### src/hw/rtl/sctf_pkg.sv
// shared types and constants for the sector cache frequency tag manager
package sctf_pkg;

   // fixed field widths of the request and response items
   localparam int SECTOR_W = 10;
   localparam int SLOT_W   = 4;

   // one response item as handed from the scan sequencer to the output register
   typedef struct packed {
      logic              load;
      logic              hit;
      logic [SLOT_W-1:0] slot;
      logic              fill;
      logic              evicted;
      logic              disk_access;
   } rsp_item_type;

endpackage

### src/hw/rtl/sctf_tag_store.sv
// tag and use count memories with one registered read port and one write port
module sctf_tag_store #(
   parameter int SLOTS      = 10,
   parameter int COUNT_BITS = 16,
   parameter int IDX_W      = 4
) (
   input  logic                          clock,
   input  logic [IDX_W-1:0]              rd_addr,
   output logic [sctf_pkg::SECTOR_W-1:0] rd_sector,
   output logic [COUNT_BITS-1:0]         rd_count,
   input  logic                          wr_en,
   input  logic [IDX_W-1:0]              wr_addr,
   input  logic [sctf_pkg::SECTOR_W-1:0] wr_sector,
   input  logic [COUNT_BITS-1:0]         wr_count
);

   logic [sctf_pkg::SECTOR_W-1:0] sector_mem_ff [SLOTS];
   logic [COUNT_BITS-1:0]         count_mem_ff  [SLOTS];
   logic [sctf_pkg::SECTOR_W-1:0] rd_sector_ff;
   logic [COUNT_BITS-1:0]         rd_count_ff;

   // entries are only read below the fill count, so no clearing is needed
   always_ff @(posedge clock) begin
      if (wr_en) begin
         sector_mem_ff[wr_addr] <= wr_sector;
         count_mem_ff[wr_addr]  <= wr_count;
      end
      rd_sector_ff <= sector_mem_ff[rd_addr];
      rd_count_ff  <= count_mem_ff[rd_addr];
   end

   assign rd_sector = rd_sector_ff;
   assign rd_count  = rd_count_ff;

endmodule

### src/hw/rtl/sctf_scan.sv
// slot scan sequencer with the shared compare and saturating increment unit
module sctf_scan #(
   parameter int SLOTS      = 10,
   parameter int COUNT_BITS = 16,
   parameter int IDX_W      = 4,
   parameter int CNT_W      = 4
) (
   input  logic                          clock,
   input  logic                          reset,
   input  logic                          req_accept,
   input  logic                          req_func,
   input  logic [sctf_pkg::SECTOR_W-1:0] req_sector,
   input  logic                          out_free,
   output logic                          busy,
   output sctf_pkg::rsp_item_type        rsp_item,
   output logic [IDX_W-1:0]              rd_addr,
   input  logic [sctf_pkg::SECTOR_W-1:0] rd_sector,
   input  logic [COUNT_BITS-1:0]         rd_count,
   output logic                          wr_en,
   output logic [IDX_W-1:0]              wr_addr,
   output logic [sctf_pkg::SECTOR_W-1:0] wr_sector,
   output logic [COUNT_BITS-1:0]         wr_count
);

   localparam logic [1:0] ST_IDLE   = 2'd0;
   localparam logic [1:0] ST_SCAN   = 2'd1;
   localparam logic [1:0] ST_FINISH = 2'd2;

   logic [1:0]                    state_ff, state_in;
   logic [CNT_W-1:0]              fill_cnt_ff, fill_cnt_in;
   logic                          chk_vld_ff, chk_vld_in;
   logic                          func_ff;
   logic [sctf_pkg::SECTOR_W-1:0] sector_ff;
   logic [CNT_W-1:0]              rd_cnt_ff;
   logic [IDX_W-1:0]              chk_idx_ff;
   logic                          found_ff;
   logic [IDX_W-1:0]              hit_idx_ff;
   logic [COUNT_BITS-1:0]         hit_cnt_ff;
   logic [IDX_W-1:0]              min_idx_ff;
   logic [COUNT_BITS-1:0]         min_cnt_ff;

   logic                          match;
   logic                          lower;
   logic                          issue;
   logic                          full;
   logic                          fire;
   logic                          alloc;
   logic [IDX_W-1:0]              sel_idx;
   logic [COUNT_BITS-1:0]         base_cnt;
   logic [IDX_W+sctf_pkg::SLOT_W-1:0] slot_ext;

   // shared compare unit: tag equality and count order on the slot just read
   assign match = chk_vld_ff && (rd_sector == sector_ff);
   assign lower = chk_vld_ff && ((chk_idx_ff == '0) || (rd_count < min_cnt_ff));

   // valid slots always form a prefix, so only slots below the fill count are read
   assign issue   = (state_ff == ST_SCAN) && (rd_cnt_ff < fill_cnt_ff) && !match;
   assign rd_addr = rd_cnt_ff[IDX_W-1:0];
   assign full    = (fill_cnt_ff == CNT_W'(SLOTS));
   assign busy    = (state_ff != ST_IDLE);

   assign fire  = (state_ff == ST_FINISH) && out_free;
   assign alloc = !found_ff && !func_ff;

   always_comb begin
      if (found_ff) begin
         sel_idx  = hit_idx_ff;
         base_cnt = hit_cnt_ff;
      end else if (full) begin
         sel_idx  = min_idx_ff;
         base_cnt = min_cnt_ff;
      end else begin
         sel_idx  = fill_cnt_ff[IDX_W-1:0];
         base_cnt = '0;
      end
   end

   // saturating increment
   assign wr_count  = (&base_cnt) ? base_cnt : base_cnt + 1'b1;
   assign wr_en     = fire && (found_ff || alloc);
   assign wr_addr   = sel_idx;
   assign wr_sector = sector_ff;

   assign slot_ext = {{sctf_pkg::SLOT_W{1'b0}}, sel_idx};

   always_comb begin
      rsp_item.load        = fire;
      rsp_item.hit         = found_ff;
      rsp_item.slot        = (found_ff || alloc) ? slot_ext[sctf_pkg::SLOT_W-1:0] : '0;
      rsp_item.fill        = alloc;
      rsp_item.evicted     = alloc && full;
      rsp_item.disk_access = func_ff || !found_ff;
   end

   always_comb begin
      state_in = state_ff;
      unique case (state_ff)
         ST_IDLE: begin
            if (req_accept) state_in = ST_SCAN;
         end
         ST_SCAN: begin
            if (!issue) state_in = ST_FINISH;
         end
         ST_FINISH: begin
            if (fire) state_in = ST_IDLE;
         end
         default: state_in = ST_IDLE;
      endcase
   end

   assign fill_cnt_in = (fire && alloc && !full) ? fill_cnt_ff + 1'b1 : fill_cnt_ff;
   assign chk_vld_in  = issue;

   always_ff @(posedge clock) begin
      if (reset) begin
         state_ff    <= ST_IDLE;
         fill_cnt_ff <= '0;
         chk_vld_ff  <= 1'b0;
      end else begin
         state_ff    <= state_in;
         fill_cnt_ff <= fill_cnt_in;
         chk_vld_ff  <= chk_vld_in;
      end
   end

   always_ff @(posedge clock) begin
      if (req_accept) begin
         func_ff   <= req_func;
         sector_ff <= req_sector;
         rd_cnt_ff <= '0;
         found_ff  <= 1'b0;
      end else begin
         if (issue) rd_cnt_ff <= rd_cnt_ff + 1'b1;
         if (match) begin
            found_ff   <= 1'b1;
            hit_idx_ff <= chk_idx_ff;
            hit_cnt_ff <= rd_count;
         end
      end
      chk_idx_ff <= rd_cnt_ff[IDX_W-1:0];
      if (lower) begin
         min_idx_ff <= chk_idx_ff;
         min_cnt_ff <= rd_count;
      end
   end

endmodule

### src/hw/rtl/sector_cache_frequency_tags_core.sv
// top level of the least frequently used sector cache tag manager
//
//  channel  | direction | ports                                   | moves
//  ---------+-----------+-----------------------------------------+----------------------
//  req      | in        | req_valid req_stall req_func req_sector | one lookup item
//  rsp      | out       | rsp_valid rsp_stall rsp_hit rsp_slot    | one result item
//           |           | rsp_fill rsp_evicted rsp_disk_access    |
//
// the scan reads one slot per cycle from the tag memory and stops early on a hit
// req_stall stays high from acceptance until the result is loaded into the output register
// a new item is taken while a finished result still waits behind rsp_stall
// reset is synchronous and empties the cache
module sector_cache_frequency_tags_core #(
   parameter int SLOTS      = 10,
   parameter int COUNT_BITS = 16
) (
   input  logic                          clock,
   input  logic                          reset,
   input  logic                          req_valid,
   output logic                          req_stall,
   input  logic                          req_func,
   input  logic [sctf_pkg::SECTOR_W-1:0] req_sector,
   output logic                          rsp_valid,
   input  logic                          rsp_stall,
   output logic                          rsp_hit,
   output logic [sctf_pkg::SLOT_W-1:0]   rsp_slot,
   output logic                          rsp_fill,
   output logic                          rsp_evicted,
   output logic                          rsp_disk_access
);

   // slot index width and a fill count that can reach SLOTS itself
   localparam int IDX_W = $clog2(SLOTS);
   localparam int CNT_W = $clog2(SLOTS + 1);

   logic                          req_accept;
   logic                          busy;
   logic                          out_free;
   sctf_pkg::rsp_item_type        rsp_item;
   logic [IDX_W-1:0]              rd_addr;
   logic [sctf_pkg::SECTOR_W-1:0] rd_sector;
   logic [COUNT_BITS-1:0]         rd_count;
   logic                          wr_en;
   logic [IDX_W-1:0]              wr_addr;
   logic [sctf_pkg::SECTOR_W-1:0] wr_sector;
   logic [COUNT_BITS-1:0]         wr_count;

   // output register
   logic                          rsp_valid_ff, rsp_valid_in;
   sctf_pkg::rsp_item_type        rsp_data_ff;

   // the sequencer holds the request side off for the whole scan
   assign req_stall  = busy;
   assign req_accept = req_valid && !busy;

   // the result register frees up when empty or when its item leaves this cycle
   assign out_free = !rsp_valid_ff || !rsp_stall;

   sctf_scan #(
      .SLOTS      (SLOTS),
      .COUNT_BITS (COUNT_BITS),
      .IDX_W      (IDX_W),
      .CNT_W      (CNT_W)
   ) u_scan (
      .clock      (clock),
      .reset      (reset),
      .req_accept (req_accept),
      .req_func   (req_func),
      .req_sector (req_sector),
      .out_free   (out_free),
      .busy       (busy),
      .rsp_item   (rsp_item),
      .rd_addr    (rd_addr),
      .rd_sector  (rd_sector),
      .rd_count   (rd_count),
      .wr_en      (wr_en),
      .wr_addr    (wr_addr),
      .wr_sector  (wr_sector),
      .wr_count   (wr_count)
   );

   sctf_tag_store #(
      .SLOTS      (SLOTS),
      .COUNT_BITS (COUNT_BITS),
      .IDX_W      (IDX_W)
   ) u_store (
      .clock     (clock),
      .rd_addr   (rd_addr),
      .rd_sector (rd_sector),
      .rd_count  (rd_count),
      .wr_en     (wr_en),
      .wr_addr   (wr_addr),
      .wr_sector (wr_sector),
      .wr_count  (wr_count)
   );

   // result stays put while stalled, new one loads only when the slot is free
   assign rsp_valid_in = rsp_item.load || (rsp_valid_ff && rsp_stall);

   always_ff @(posedge clock) begin
      if (reset) begin
         rsp_valid_ff <= 1'b0;
      end else begin
         rsp_valid_ff <= rsp_valid_in;
      end
   end

   always_ff @(posedge clock) begin
      if (rsp_item.load) begin
         rsp_data_ff <= rsp_item;
      end
   end

   assign rsp_valid       = rsp_valid_ff;
   assign rsp_hit         = rsp_data_ff.hit;
   assign rsp_slot        = rsp_data_ff.slot;
   assign rsp_fill        = rsp_data_ff.fill;
   assign rsp_evicted     = rsp_data_ff.evicted;
   assign rsp_disk_access = rsp_data_ff.disk_access;

endmodule

### config.mk
export PLATFORM = sky130hd
export DESIGN_NAME = sector_cache_frequency_tags_core
export DESIGN_NICKNAME = d
export VERILOG_FILES = /design/src/hw/rtl/sctf_pkg.sv /design/src/hw/rtl/sctf_tag_store.sv /design/src/hw/rtl/sctf_scan.sv /design/src/hw/rtl/sector_cache_frequency_tags_core.sv
export SDC_FILE = /design/constraint.sdc
export NUM_CORES = 1
export LEC_CHECK = 0
export BUFFER_PORTS_ARGS = -buffer_cell sky130_fd_sc_hd__buf_2
export CORE_ASPECT_RATIO = 0.75
export CORE_MARGIN = 2
export CORE_UTILIZATION = 60
export CTS_BUF_LIST = sky130_fd_sc_hd__clkbuf_4 sky130_fd_sc_hd__clkbuf_8 sky130_fd_sc_hd__clkbuf_16
export CTS_CLUSTER_SIZE = 16
export DETAILED_ROUTE_END_ITERATION = 10
export PLACE_DENSITY_LB_ADDON = 0.15
export SYNTH_ARGS = -nofsm -noshare
export SYNTH_HDL_FRONTEND = slang
export SYNTH_HIERARCHICAL = 1
export SYNTH_SLANG_ARGS = --single-unit
### constraint.sdc
create_clock -name clock -period 10.6 [get_ports clock]
set_input_delay 1.06 -clock clock [delete_from_list [all_inputs] [get_ports clock]]
set_output_delay 1.06 -clock clock [all_outputs]
set_load 0.05 [all_outputs]
==> flow_summary.toml, run 1 <==
[sta]
holdWs_ps = 437
timing.final.crit_period_ps = 4150
timing.final.setup_violations = 0
fmaxAchievable_ghz = 0.241
grt_setup_unrepaired = "false"
finalCritPeriodShare_pct = 39.2
report.final.slew_viol_count = 0
timing.max_slew.rel_slack_pct = 23.5
timing.clock.skew_ps = 21.6
final_hold_viol_count = 0
setup_total_negative_slack_ps = 0
tightest_slew_ps = 1150

[setup_path]
timing.critical_path.required_ps = 10750
cp_data_arrival_time_ps = 4310
end_kind = "flip-flop"
crit_path_category = "flip-flop to flip-flop"
worstSetupStartpointType = "flip-flop"
worst_path_maximum_fanout = 15

[placed_design]
dp.cells = 1205
place_area_um2 = 15000
buffer_ports.inserted = 24
final_hpwl_dp_mm = 16.9
place.gp.congestion = 0.828

[die]
start_util_pct = 60.9
boundaryPins = 25
die_h_um = 139
row_count = 49
dieWidth_um = 184
core-area_um2 = 23800
overall_die_area_um2 = 25500

[clocking]
worst_setup_hold_path_clk_slew_ps = 60
cts_resized = 0
cts_tree = "built"
tritoncts.num_buffers = 36
h-tree-depth = 2
cts.repair_timing.setup_buffer_count = 0
cts_sinks = 362
clock_latency_at_the_later_pin_of_the_worst_skew_pair_ps = 510
clockRootBuffer = "clkbuf_16"
cts_hold_repair.buffers = 0
clockBufferDepth = 3

[outcome]
run_status = "finished, final reports clean"

[detailed_routing]
wl_per_cell_um = 23.8
drt_first_iter_violations = 710
drt_pass1_iterations = 5
post-route-drc-count = 0
vias_per_cell = 6.15
route.final.wire_length_mm = 30.3
final_antenna_net_count = 0
via_count = 7814

[yosys]
netlist_area_um2 = 14500
yosys_warnings = 6
ys_seq_elements = 362
async_flop_share_pct = 0
syn_avg_cell_area_um2 = 16.1
synth_top_cells_by_count = "319 x edfxtp_1, 80 x mux2_2, 56 x mux2i_1, 48 x nand2_1, 43 x dfxtp_1"
synth_cell_types = 60
synth_most_common_cell = "edfxtp_1"
netlist.top_cell.by_area = "edfxtp_1"
ys.flop_type = "edfxtp_1"
synthCells = 900
synthTopCellsByArea = "edfxtp_1 66%, mux2_2 6.2%, dfxtp_1 5.9%"
synth-edff-count = 319
syn-num-nets = 937
synth_largest_type_area_fraction_pct = 65.9
synth-seq-area-share_pct = 71.9

[finish]
fraction_of_final_layout_cells_with_drive_strength_greater_than_1_pct = 22.1
n_antenna_cell = 0
nNetsFinal = 974
area_growth_pct = 11.6
layout.cell_area.non_filler_um2 = 16200
stdcell_count = 1271

[power_and_ir_drop]
overall_power_of_the_completed_layout_uw = 2950
vdd_drop_max_mv = 0.138
power.static_leakage_uw = 0.00524
pwr_cell_area_nw_per_um2 = 182

[worst_hold_path]
classification_of_the_worst_slack_hold_path = "flip-flop to flip-flop"

[global_route]
grt_util_all_layers_pct = 24.2
grt_pass1_wl_mm = 45.7
largest_net_degree_at_the_start_of_global_routing = 59
grt_overflow_total = 0
number_of_global_route_vias_before_repair = 7794
antenna_found_initial = 0

[job]
maxCapViolCount = 0
==> logic make-up after synthesis <==
logic type      after synthesis  synth area share, %
mux                         136                 10.1
xor+xnor                     20                 1.21
buf+inv                      69                 2.59
fa+ha+maj                    22                 1.90
compound gates              142                 7.23
simple gates                149                 5.14
flops                       362                 71.9
==> cell usage in the layout (no fill, tap or decap), drive strengths merged, types with 8 or more instances in the layout <==
master,instances
nor2b,8
a22o,28
ha,22
and2,8
o31ai,27
o22ai,26
dfxtp,43
inv,24
a21oi,12
nor2,32
clkinv,15
mux2,80
clkbuf,46
buf,44
xnor2,18
mux2i,56
edfxtp,319
nand2,48
o21ai,13
nor3,10
nand3,8
==> layer usage <==
metal  part of all wire, %  GRT usage [%]  routed length (um)
met4                   2.3           6.86                 694
met3                   6.1           3.41                1860
met1                    45           36.1               13500
met2                    47           37.6               14200
met5                     0              0                   0
==> report_power, final <==
group	leakage [uW]	total (uW)	switching (uW)	internal, uW
clock network	0.000626	1320	511	809
registers	0.00321	1570	15.9	1550
logic	0.00141	62.1	35.5	26.6
==> per-stage QoR <==
| stage | util (%) | setup WS, ps |
|---|---|---|
| after floorplan | - | 6480 |
| after global placement | 62.7 | 6820 |
| after detailed placement | 62.7 | 6520 |
| after CTS | 68.0 | 6490 |
| after global routing | 68.0 | 6210 |
| final | 68.0 | 6450 |
==> final cells by class <==
class	count	area, um2
Sequential cell	362	10400
Fill cell	1576	7630
Multi-Input combinational cell	469	3770
Clock buffer	46	1020
Tap cell	306	383
Timing Repair Buffer	44	270
Clock inverter	20	236
Inverter	24	91.3
==> worst paths after layout <==
check	from	end	slack (ps)	cells past startpoint
setup / recovery	u_scan/fill_cnt_ff[1]$_SDFFE_PP0P_	u_store/count_mem_ff[8][1]$_DFFE_PP_	6450	8
hold / removal	u_store/rd_count[0]$_DFF_P_	u_scan/min_cnt_ff[0]$_DFFE_PP_	440	0
setup reg to reg	u_scan/fill_cnt_ff[1]$_SDFFE_PP0P_	u_store/count_mem_ff[8][1]$_DFFE_PP_	6450	8
hold reg to reg	u_store/rd_count[0]$_DFF_P_	u_scan/min_cnt_ff[0]$_DFFE_PP_	440	0
==> sequential cells by signal, summed over array words and instances (netlist names), 2 cells and up <==
| register | flops |
|---|---|
| u_store/count_mem_ff | 160 |
| u_store/sector_mem_ff | 100 |
| u_scan/hit_cnt_ff | 16 |
| u_scan/min_cnt_ff | 16 |
| u_store/rd_count | 16 |
| u_scan/wr_sector | 10 |
| u_store/rd_sector | 10 |
| rsp_slot | 4 |
| u_scan/chk_idx_ff | 4 |
| u_scan/fill_cnt_ff | 4 |
| u_scan/hit_idx_ff | 4 |
| u_scan/min_idx_ff | 4 |
| u_scan/rd_addr | 4 |
| u_scan/state_ff | 2 |
==> critical path: stages, from the launching register on <==
cell and delay, ps:
dfxtp_1 440, ha_1 250, and3b_1 690, nand2_1 100, o21ai_0 300, ha_1 300
nand3b_1 210, or4_4 660, o21ai_0 840
Power figures use the tool's default switching activity.
==> inputs of run 2 (changes only) <==
--- a/config.mk
+++ b/config.mk
@@ -8,7 +8,7 @@
 export BUFFER_PORTS_ARGS = -buffer_cell sky130_fd_sc_hd__buf_2
 export CORE_ASPECT_RATIO = 0.75
 export CORE_MARGIN = 2
-export CORE_UTILIZATION = 60
+export CORE_UTILIZATION = 56
 export CTS_BUF_LIST = sky130_fd_sc_hd__clkbuf_4 sky130_fd_sc_hd__clkbuf_8 sky130_fd_sc_hd__clkbuf_16
 export CTS_CLUSTER_SIZE = 16
 export DETAILED_ROUTE_END_ITERATION = 10
==> constraint.sdc (replaced) <==
create_clock -name clock -period 3.47 [get_ports clock]
set_input_delay 0.347 -clock clock [delete_from_list [all_inputs] [get_ports clock]]
set_output_delay 0.347 -clock clock [all_outputs]
set_load 0.05 [all_outputs]
==> flow_summary.toml, run 2 (synthesis gave the netlist of run 1 again) <==
[sta]
final_hold_viol_count = 0
fmaxAchievable_ghz = 0.313
tightest_slew_ps = 991
timing.final.crit_period_ps = 3200
timing.clock.skew_ps = 14.6
timing.final.setup_violations = 0
finalCritPeriodShare_pct = 92.2
timing.max_slew.rel_slack_pct = 33.3
report.final.slew_viol_count = 0
grt_setup_unrepaired = "false"

[setup_path]
worstSetupStartpointType = "flip-flop"
worst_path_maximum_fanout = 10
r2r.worst_path.cells = 9
worst_path_max_delay_cell = "or4_4"
timing.critical_path.required_ps = 3750
critical_path.top_delay_family = "simple AND/OR/NAND/NOR gates"
critical_path.max_stage_delay_ps = 600
end_kind = "flip-flop"
r2r-start = "u_scan/fill_cnt_ff[0]$_SDFFE_PP0P_"
r2r-end = "u_store/count_mem_ff[8][13]$_DFFE_PP_"
regToRegSetupSlack_ps = 270
crit_path_category = "flip-flop to flip-flop"
worstPathCellList = "inv_1 -> ha_1 -> and3b_2 -> a31oi_4 -> or3b_1 -> or4_4 -> buf_4 -> and4b_1 -> a21oi_2"
cp_data_arrival_time_ps = 3480
critPathBufInv = 2

[worst_hold_path]
timing.hold.worst_path_depth = 3
hold_path_startpoint = "rsp_stall"
classification_of_the_worst_slack_hold_path = "input port to flip-flop"
min_delay_worst_endpoint = "rsp_valid$_SDFF_PP0_"

[detailed_routing]
via_count = 7841
drt_pass1_iterations = 5
vias_per_cell = 5.84
route.final.wire_length_mm = 30.3
drt_first_iter_violations = 726
wl_per_cell_um = 22.6
final_antenna_net_count = 0
post-route-drc-count = 0

[die]
die_h_um = 143
dieWidth_um = 190
overall_die_area_um2 = 27300
core-area_um2 = 25700
start_util_pct = 56.5
row_count = 51
boundaryPins = 25

[job]
maxCapViolCount = 0

[placed_design]
place_area_um2 = 15300
place.gp.congestion = 0.884
final_hpwl_dp_mm = 18.1
dp.cells = 1266
buffer_ports.inserted = 24

[finish]
n_antenna_cell = 0
fraction_of_final_layout_cells_with_drive_strength_greater_than_1_pct = 24.3
max_flop_register = "u_store/count_mem_ff"
multiInputGateArea_um2 = 3770
flip_flop_count_of_the_largest_register_after_layout = 160
final-seq-area_um2 = 10400
stdcell_count = 1342
layout_common_cells = "319 x edfxtp_1, 80 x mux2_2, 56 x mux2i_1"
final.fill_count = 1802
layout.cells.most_common = "edfxtp_1"
layout.cell_area.non_filler_um2 = 16600
largestRegisters = "u_store/count_mem_ff: 160 flops, u_store/sector_mem_ff: 100 flops"
area_growth_pct = 14.4
nNetsFinal = 1008

[global_route]
busiest_layer = "met2"
grt_pass1_wl_mm = 46.5
global_route_met1_usage_pct = 33.1
grt_overflow_total = 0
number_of_global_route_vias_before_repair = 8003
grt_util_all_layers_pct = 23.0
global_route.usage.met2_pct = 36.3
largest_net_degree_at_the_start_of_global_routing = 58
grt.met3_usage_pct = 3.59
antenna_found_initial = 0

[clocking]
cts_sinks = 362
clockBufferDepth = 3
clock_latency_at_the_later_pin_of_the_worst_skew_pair_ps = 530
tritoncts.num_buffers = 36
worst_setup_hold_path_clk_slew_ps = 60
cts_tree = "built"
h-tree-depth = 2
clockRootBuffer = "clkbuf_16"

[power_and_ir_drop]
power.static_leakage_uw = 0.00542
vdd_drop_max_mv = 0.388
pwr_cell_area_nw_per_um2 = 536

[outcome]
run_status = "finished, final reports clean"
[run 2: layout make-up]
class                   count  share of cell area [%]
clock buffers              51                    6.29
clock inverters            14                    1.08
inverters                  24                   0.550
multi-input cells         469                    22.7
flip-flops and latches    362                    62.9
well taps                 344                    2.59
repair buffers             78                    3.93
[run 2: metrics by stage]
step / total power (uW) / util (%) / TNS [ps] / worst slack (ps) / hold slack [ps]
after floorplan: 5010 / - / -18200 / -350 / 375
final: 8910 / 64.6 / 0 / 271 / 90.8
after detailed placement: 5080 / 59.4 / 0 / 5.78 / 448
after global placement: 5070 / 59.4 / 0 / 242 / 435
after CTS: 8980 / 64.6 / 0 / 170 / 81.5
after global routing: 9180 / 64.6 / 0 / 47.3 / 113
[run 2: worst min-delay path: stages]
cell and delay (ps):
buf_2 90, a21oi_1 60, nor2_1 80
[run 2: power by group]
part | total, uW | internal [uW] | switching [uW]
sequential | 4800 | 4750 | 50.9
clock | 3920 | 2340 | 1570
combinational | 201 | 92.8 | 108
[run 2: worst max-delay path by stage]
stage / end / depth (start not counted) / startpoint / slack, ps
6_report: u_store/count_mem_ff[8][13]$_DFFE_PP_ / 9 / u_scan/fill_cnt_ff[0]$_SDFFE_PP0P_ / 270
5_1_grt: u_store/count_mem_ff[4][0]$_DFFE_PP_ / 9 / u_scan/fill_cnt_ff[0]$_SDFFE_PP0P_ / 50
4_1_cts: u_store/count_mem_ff[8][13]$_DFFE_PP_ / 9 / u_scan/fill_cnt_ff[0]$_SDFFE_PP0P_ / 170
3_5_place_dp: u_store/count_mem_ff[3][1]$_DFFE_PP_ / 7 / u_scan/fill_cnt_ff[0]$_SDFFE_PP0P_ / 6
3_3_place_gp: u_store/count_mem_ff[9][1]$_DFFE_PP_ / 9 / u_scan/fill_cnt_ff[0]$_SDFFE_PP0P_ / 240
2_1_floorplan: u_store/count_mem_ff[8][0]$_DFFE_PP_ / 8 / u_scan/fill_cnt_ff[0]$_SDFFE_PP0P_ / -350
[run 2: timing repair]
item                       4_1_cts  5_1_grt
setup endpoints to repair       10      145
hold endpoints to repair        11        0
buffers inserted                 0        0
hold buffers                    11        0
gates resized for setup          1        2
[run 2: layer usage]
metal / vias up / part of all wire [%]
met5: - / 0
met4: 0 / 2.5
li1: 3620 / -
met2: 251 / 47
met1: 3915 / 45
met3: 55 / 5.7
==> inputs of run 3 (changes only) <==
==> constraint.sdc (replaced) <==
create_clock -name clock -period 3.47 [get_ports clock]
set_input_delay 0.1735 -clock clock [delete_from_list [all_inputs] [get_ports clock]]
set_output_delay 0.1735 -clock clock [all_outputs]
set_load 0.05 [all_outputs]
==> flow_summary.toml, run 3 (synthesis gave the netlist of run 1 again) <==
[finish]
layout_common_cells = "319 x edfxtp_1, 80 x mux2_2, 56 x mux2i_1"
nNetsFinal = 1011
max_flop_register = "u_store/count_mem_ff"
fraction_of_final_layout_cells_with_drive_strength_greater_than_1_pct = 24.3
n_antenna_cell = 0
largestRegisters = "u_store/count_mem_ff: 160 flops, u_store/sector_mem_ff: 100 flops"
flip_flop_count_of_the_largest_register_after_layout = 160
final_core_util_pct = 64.7
final.fill_count = 1796
area_growth_pct = 14.6
layout.cells.most_common = "edfxtp_1"

[worst_hold_path]
classification_of_the_worst_slack_hold_path = "input port to flip-flop"

[detailed_routing]
route.final.wire_length_mm = 30.4
wl_per_cell_um = 22.6
drt_first_iter_violations = 813
final_antenna_net_count = 0
post-route-drc-count = 0
vias_per_cell = 5.83
via_count = 7836
drt_pass1_iterations = 5

[sta]
timing.final.setup_violations = 0
grt_setup_unrepaired = "false"
timing.clock.skew_ps = 13.1
final_hold_viol_count = 0
timing.max_slew.rel_slack_pct = 31.3
timing.final.crit_period_ps = 3190
fmaxAchievable_ghz = 0.313
setup_total_negative_slack_ps = 0
tightest_slew_ps = 1020
finalCritPeriodShare_pct = 92.0
report.final.slew_viol_count = 0

[power_and_ir_drop]
pwr_cell_area_nw_per_um2 = 536
vdd_drop_max_mv = 0.388
power.static_leakage_uw = 0.00543
overall_power_of_the_completed_layout_uw = 8920

[setup_path]
worstSetupStartpointType = "flip-flop"
regToRegSetupSlack_ps = 280
end_kind = "flip-flop"
r2r-end = "u_store/count_mem_ff[8][13]$_DFFE_PP_"
r2r-start = "u_scan/fill_cnt_ff[0]$_SDFFE_PP0P_"
cp_data_arrival_time_ps = 3470
worst_setup_path_endpoint = "u_store/count_mem_ff[8][13]$_DFFE_PP_"
worst_path_maximum_fanout = 10
timing.critical_path.required_ps = 3750
r2r.worst_path.cells = 9
cp-startpoint = "u_scan/fill_cnt_ff[0]$_SDFFE_PP0P_"
crit_path_category = "flip-flop to flip-flop"

[global_route]
largest_net_degree_at_the_start_of_global_routing = 58
antenna_found_initial = 0
number_of_global_route_vias_before_repair = 8015
grt_util_all_layers_pct = 23.0
grt_pass1_wl_mm = 46.5
grt_overflow_total = 0

[outcome]
run_status = "finished, final reports clean"

[clocking]
clockBufferDepth = 3
clock_latency_at_the_later_pin_of_the_worst_skew_pair_ps = 520
h-tree-depth = 2
tritoncts.num_buffers = 36
cts_tree = "built"
worst_setup_hold_path_clk_slew_ps = 60
cts_sinks = 362
clockRootBuffer = "clkbuf_16"

[die]
row_count = 51
dieWidth_um = 190
overall_die_area_um2 = 27300
die_h_um = 143
boundaryPins = 25
core-area_um2 = 25700
start_util_pct = 56.5

[job]
maxCapViolCount = 0

[placed_design]
place.gp.congestion = 0.884
buffer_ports.inserted = 24
final_hpwl_dp_mm = 18.1
## run 3: through the flow
stage	setup WS [ps]	area [um2]	hold slack, ps	cells
final	278	16600	271	1345
after global routing	47.3	16600	325	1345
after CTS	170	16600	275	1345
after detailed placement	5.78	15300	352	1266
after global placement	242	15300	351	1266
after floorplan	-350	14500	245	900
## run 3: cell type report
type	instances	area, um2	share of cell area (%)
Timing Repair Buffer	81	683	4.10
Inverter	24	91.3	0.549
Sequential cell	362	10400	62.8
Clock inverter	14	180	1.08
Multi-Input combinational cell	469	3770	22.6
Tap cell	344	430	2.59
Clock buffer	51	1040	6.28
## run 3: worst min path at each step
stage	to	cells after the start	start	slack [ps]
after floorplan	u_scan/chk_vld_ff$_SDFF_PP0_	1	reset	250
after global placement	u_scan/wr_sector[4]$_DFFE_PP_	1	req_sector[4]	350
after detailed placement	u_scan/wr_sector[7]$_DFFE_PP_	1	req_sector[7]	350
after CTS	u_scan/found_ff$_SDFFE_PP0P_	4	req_valid	270
after global routing	u_scan/wr_sector[8]$_DFFE_PP_	3	req_valid	320
final	u_scan/found_ff$_SDFFE_PP0P_	4	req_valid	270
## run 3: worst max-delay path, cell delays in order, from the launching register on
cell and delay [ps]:
dfxtp_1 370, inv_1 80, ha_1 200, and3b_2 360, a31oi_4 150, or3b_1 490, or4_4 590, buf_4 180
and4b_1 200, a21oi_2 320
## run 3: what timing repair did
action | 4_1_cts | 5_1_grt
gates resized for setup | 1 | 2
hold endpoints to repair | 19 | 0
endpoints found under the setup margin | 10 | 145
buffers inserted | 0 | 0
hold buffers | 14 | 0
## run 3: where the power goes
| part | internal (uW) | switching, uW | total [uW] |
|---|---|---|---|
| Combinational | 94.9 | 108 | 203 |
| Sequential | 4750 | 51.1 | 4800 |
| Clock | 2340 | 1580 | 3920 |
## run 3: per-layer routing
layer | up-vias | wire (um) | track usage (%)
met5 | - | 0 | 0
met4 | 0 | 736 | 7.38
met3 | 55 | 1680 | 3.59
met2 | 238 | 14100 | 36.3
met1 | 3914 | 13800 | 33.1
li1 | 3629 | - | -
